**config.mk**
```make
export PLATFORM = sky130hd
export DESIGN_NAME = tom_ctrl
export DESIGN_NICKNAME = d
export VERILOG_FILES = /design/src/rtl/core/tom_pkg.sv /design/src/rtl/core/tom_ctrl.sv
export SDC_FILE = /design/constraint.sdc
export NUM_CORES = 1
export LEC_CHECK = 0
export ABC_AREA = 1
export BUFFER_PORTS_ARGS = -buffer_cell sky130_fd_sc_hd__buf_4
export CORE_AREA = 2 2 39 41
export CTS_CLUSTER_SIZE = 14
export DETAILED_ROUTE_END_ITERATION = 8
export DIE_AREA = 0 0 41 43
export SLEW_MARGIN = 30
export SYNTH_ARGS = -nofsm -noshare
export SYNTH_HDL_FRONTEND = slang
export SYNTH_SLANG_ARGS = --single-unit
```
**constraint.sdc**
```tcl
create_clock -name clk -period 2.3 [get_ports clk]
set_input_delay 0.23 -clock clk [delete_from_list [all_inputs] [get_ports clk]]
set_output_delay 0.23 -clock clk [all_outputs]
set_load 0.01 [all_outputs]
```
**src/rtl/core/tom_pkg.sv**
```systemverilog
`default_nettype none
package tom_pkg;

	localparam int NUM_FILTERS     = 32;
	localparam int OBJS_PER_FILTER = 16;

	localparam int FIDX_W = 5;
	localparam int PT_W   = 16;
	localparam int ETA_W  = 14;
	localparam int PHI_W  = 13;
	localparam int MASK_W = 32;
	localparam int OBJ_W  = PT_W + ETA_W + PHI_W;

	localparam int FILT_W  = (NUM_FILTERS > 1) ? $clog2(NUM_FILTERS) : 1;
	localparam int SLOT_W  = (OBJS_PER_FILTER > 1) ? $clog2(OBJS_PER_FILTER) : 1;
	localparam int CNT_W   = $clog2(OBJS_PER_FILTER + 1);
	localparam int DEPTH   = NUM_FILTERS * OBJS_PER_FILTER;
	localparam int ADDR_W  = (DEPTH > 1) ? $clog2(DEPTH) : 1;

	localparam int PTC_W      = 10;
	localparam int DR_W       = 13;
	localparam int CFG_IDX_W  = 2;
	localparam int CFG_DATA_W = 13;

	localparam logic [PTC_W-1:0] PT_CUT_RST = PTC_W'(1023);
	localparam logic [DR_W-1:0]  DR_CUT_RST = DR_W'(307);

	localparam int PHI_PI     = 3217;
	localparam int PHI_TWO_PI = 6434;

	localparam logic [1:0] FUNC_CLEAR  = 2'd0;
	localparam logic [1:0] FUNC_APPEND = 2'd1;
	localparam logic [1:0] FUNC_QUERY  = 2'd2;

	localparam logic [CFG_IDX_W-1:0] CFG_PT_CUT = CFG_IDX_W'(0);
	localparam logic [CFG_IDX_W-1:0] CFG_DR_CUT = CFG_IDX_W'(1);
	localparam logic [CFG_IDX_W-1:0] CFG_PT_EN  = CFG_IDX_W'(2);

	typedef enum logic [1:0] {
		ST_IDLE,
		ST_SCAN,
		ST_DRAIN,
		ST_REPLY
	} tom_state_t;

	typedef struct packed {
		logic clear;
		logic append;
		logic load;
		logic scan;
	} tom_cmd_t;

	typedef struct packed {
		logic scan_last;
		logic pipe_busy;
	} tom_stat_t;

endpackage
`default_nettype wire

```
**src/rtl/core/tom_ctrl.sv**
```systemverilog
`default_nettype none
module tom_ctrl import tom_pkg::*; (
	input  wire logic      clk,
	input  wire logic      arst_n,
	input  wire logic      start,
	input  wire logic [1:0] func,
	input  wire tom_stat_t stat,
	output tom_cmd_t       cmd,
	output logic           busy,
	output logic           done
);

	tom_state_t state_q, state_d;

	always_ff @(posedge clk or negedge arst_n) begin
		if (!arst_n) begin
			state_q <= ST_IDLE;
		end else begin
			state_q <= state_d;
		end
	end

	always_comb begin
		state_d = state_q;
		case (state_q)
			ST_IDLE: begin
				if (start && func == FUNC_QUERY) begin
					state_d = ST_SCAN;
				end
			end
			ST_SCAN: begin
				if (stat.scan_last) begin
					state_d = ST_DRAIN;
				end
			end
			ST_DRAIN: begin
				if (!stat.pipe_busy) begin
					state_d = ST_REPLY;
				end
			end
			ST_REPLY: state_d = ST_IDLE;
			default:  state_d = ST_IDLE;
		endcase
	end

	always_comb begin
		cmd  = '0;
		busy = 1'b1;
		done = 1'b0;
		case (state_q)
			ST_IDLE: begin
				busy = 1'b0;
				if (start) begin
					case (func)
						FUNC_CLEAR:  cmd.clear  = 1'b1;
						FUNC_APPEND: cmd.append = 1'b1;
						FUNC_QUERY:  cmd.load   = 1'b1;
						default:     cmd        = '0;
					endcase
				end
			end
			ST_SCAN:  cmd.scan = 1'b1;
			ST_DRAIN: done = 1'b0;
			ST_REPLY: done = 1'b1;
			default:  busy = 1'b1;
		endcase
	end

endmodule
`default_nettype wire

```
==> impl_results.md <==
* Status: finished clean
* Grt total ovfl at 0
* Hold slack at 321 ps
* Max stage delay cell, worst path: dfrtp_1
* Yosys reg bits at 2
* Reg2reg start: state_q[0]
* Die height at 43 um
* Sequential power share at 0.191
* Peak supply drop at 405 uV
* Crit path largest cell delay at 400 ps
* Vias in the first global route at 199
* Share of cells above drive strength 1 at 0.400
* Switching power total at 0.162 mW
* Clock Skews at 0.517 ps
* Synthesized area at 208 um2
* Synth unique cells at 11
* Unrepaired setup endpoints after global routing: no
* Yosys warning total at 0
* Ports at 13
* Worst R2R Path Depth at 8
* Global Route Usage Sum at 0.0612
* Vias per inst at 3.62
* CTS sink cnt at 2
* Clk root buf: clkbuf_4
* RR Endpoint: state_q[1]
* Initial antenna violation count at 0
* Critical Path RT at 2070 ps
* Hold Crit Class: in2async
* CP arrival at 1350 ps
* Final hold vios at 0
* CP Max Fanout at 4
* Setup Buffers After CTS at 0
* Top Registers: state_q (2)
* CTS Buf Count at 3
* Buf+Inv Stages, Crit Path at 3
* Clock slew at reported path FFs at 30 ps
* Final worst path period share at 0.686
* Total core area at 1380 um2
* Largest register FFs at 2
* Core Rows at 14
* Top reg by flops: state_q
* Fin. max-slew vios at 0
* Clock latency on the worst-skew pair at 220 ps
* Clk pwr share at 0.202
* # fillers at 159
* Detailed placement HPWL at 370 um
* Sequential area share after synthesis at 0.241
* Deepest clock path buffer count at 2
* Leakage at 0.206 nW
* R2r setup slk at 1090 ps
* Detailed Routing Iterations Pass 1 at 4
* Sequential Area at 50.0 um2
* Most used cell, CP: inv_1
* Power Density at 1090 nW/um2
* Final min period at 1580 ps
* Diode count at 0
* Critical Path Start Type: flip-flop
* Area growth, synth to finish at 68.7%
* WL/cell at 7.13 um
* Initial drt markers at 2
* Input/output buffers at 12
* Worst path cell trace: inv_1 > ha_1 > inv_1 > nor4_1 > buf_4
* Crit path kind: reg2out
* Gp weighted congestion at 0.712
* Post-CTS Hold Fix Bufs at 1
* Logic pwr share at 0.607
* Initial Util at 0.150
* Crit path max-delay family: flip-flops
* Via count at 221
* Syn_nets at 40
* CTS H-tree depth at 1
* Post-route ant nets at 0
* Worst Tran Pin Value at 230 ps
* CTS tree: built
* Post-synthesis cell count at 29
* Multi-input gate area at 131 um2
* Peak Freq at 0.634 GHz
* Cell Int Power at 0.220 mW
* Routed wire length at 435 um
* Fin nets at 58
* Mean Syn Cell Area at 7.16 um2
* Slew HR at 0.845
* Setup Viol. Count Final at 0
* Max-Cap Viols at 0
* Power Total at 0.382 mW
* Largest net degree at the start of global routing at 5
* CTS resizes at 0
* Worst Setup End Kind: primary output
* DIE WIDTH at 41 um
* Drt drc at 0
* First-pass GRT wire length at 641 um
* Die area at 1760 um2
* Setup TNS at 0 ps
* Sw frac at 0.424
per-layer routing:
layer  share of wire  GRT usage  vias up
met5               0          0        -
met2            0.52     0.0906        9
met3            0.12     0.0314        0
li1                -          -      120
met4               0     0.0800        0
met1            0.36     0.0450       92
synthesized netlist by cell type:
cell     n  share of area
dfrtp_1  2           0.24
ha_1     4           0.24
inv_1    7           0.13
nand2_1  6           0.11
nand2_2  1          0.030
nand3_1  2          0.048
nand3_2  1          0.048
nor2_1   2          0.036
nor2_2   1          0.030
nor4_1   2          0.060
or2_1    1          0.030
cells by family (layout without fill, tap and decap cells):
logic type | Yosys count | count (layout) | synth area share
adder cells (fa/ha/maj) | 4 | 4 | 0.241
AND/OR/NAND/NOR | 16 | 16 | 0.392
buffers and inverters | 7 | 23 | 0.127
flip-flops | 2 | 2 | 0.241
power by group through the flow:
stage	combinational [mW]	clock, mW	sequential (mW)
after floorplan	0.157	0	0.0703
after global placement	0.232	0	0.0742
after detailed placement	0.234	0	0.0744
after CTS	0.236	0.0833	0.0739
after global routing	0.260	0.0851	0.0772
final	0.232	0.0769	0.0730
cells in the final DEF, fill, tap and decap left out:
master          n
buf_4          12
nor4_1          2
nor2_1          2
ha_1            4
nand3_1         2
clkbuf_4        3
nor2_2          1
dlygate4sd3_1   1
inv_1           7
dfrtp_1         2
nand3_2         1
nand2_2         1
or2_1           1
nand2_1         6
final cells by class:
type,count,area share
clock buffer,3,0.0643
inverter,7,0.0750
multi-input combinational,20,0.375
sequential,2,0.143
tap,16,0.0571
timing repair buffer,13,0.286
worst reg2reg max path: stages, from the launching register on:
cell     delay (ps)
dfrtp_1         380
inv_1            80
ha_1            210
nand2_1          60
inv_1            40
nor2_2          140
nand2_1          80
nand2_1          60
nand2_1          50
through the flow:
step                      area, um2  setup slack (ps)   util  std cells
after floorplan                 208               954      -         29
after global placement          318               957  0.230         57
after detailed placement        318               941  0.230         57
after CTS                       350               693  0.253         61
after global routing            350               586  0.253         61
final                           350               723  0.253         61
worst max path at each step:
stage,end,depth (start not counted),slack (ps),startpoint
finish,cmd[3],5,720,state_q[0]
global route,cmd[3],5,590,state_q[1]
CTS,cmd[3],5,690,state_q[0]
detailed placement,cmd[3],5,940,state_q[0]
global placement,cmd[2],5,960,state_q[0]
floorplan,cmd[2],4,950,state_q[0]
(Power assumes the default switching activity.)
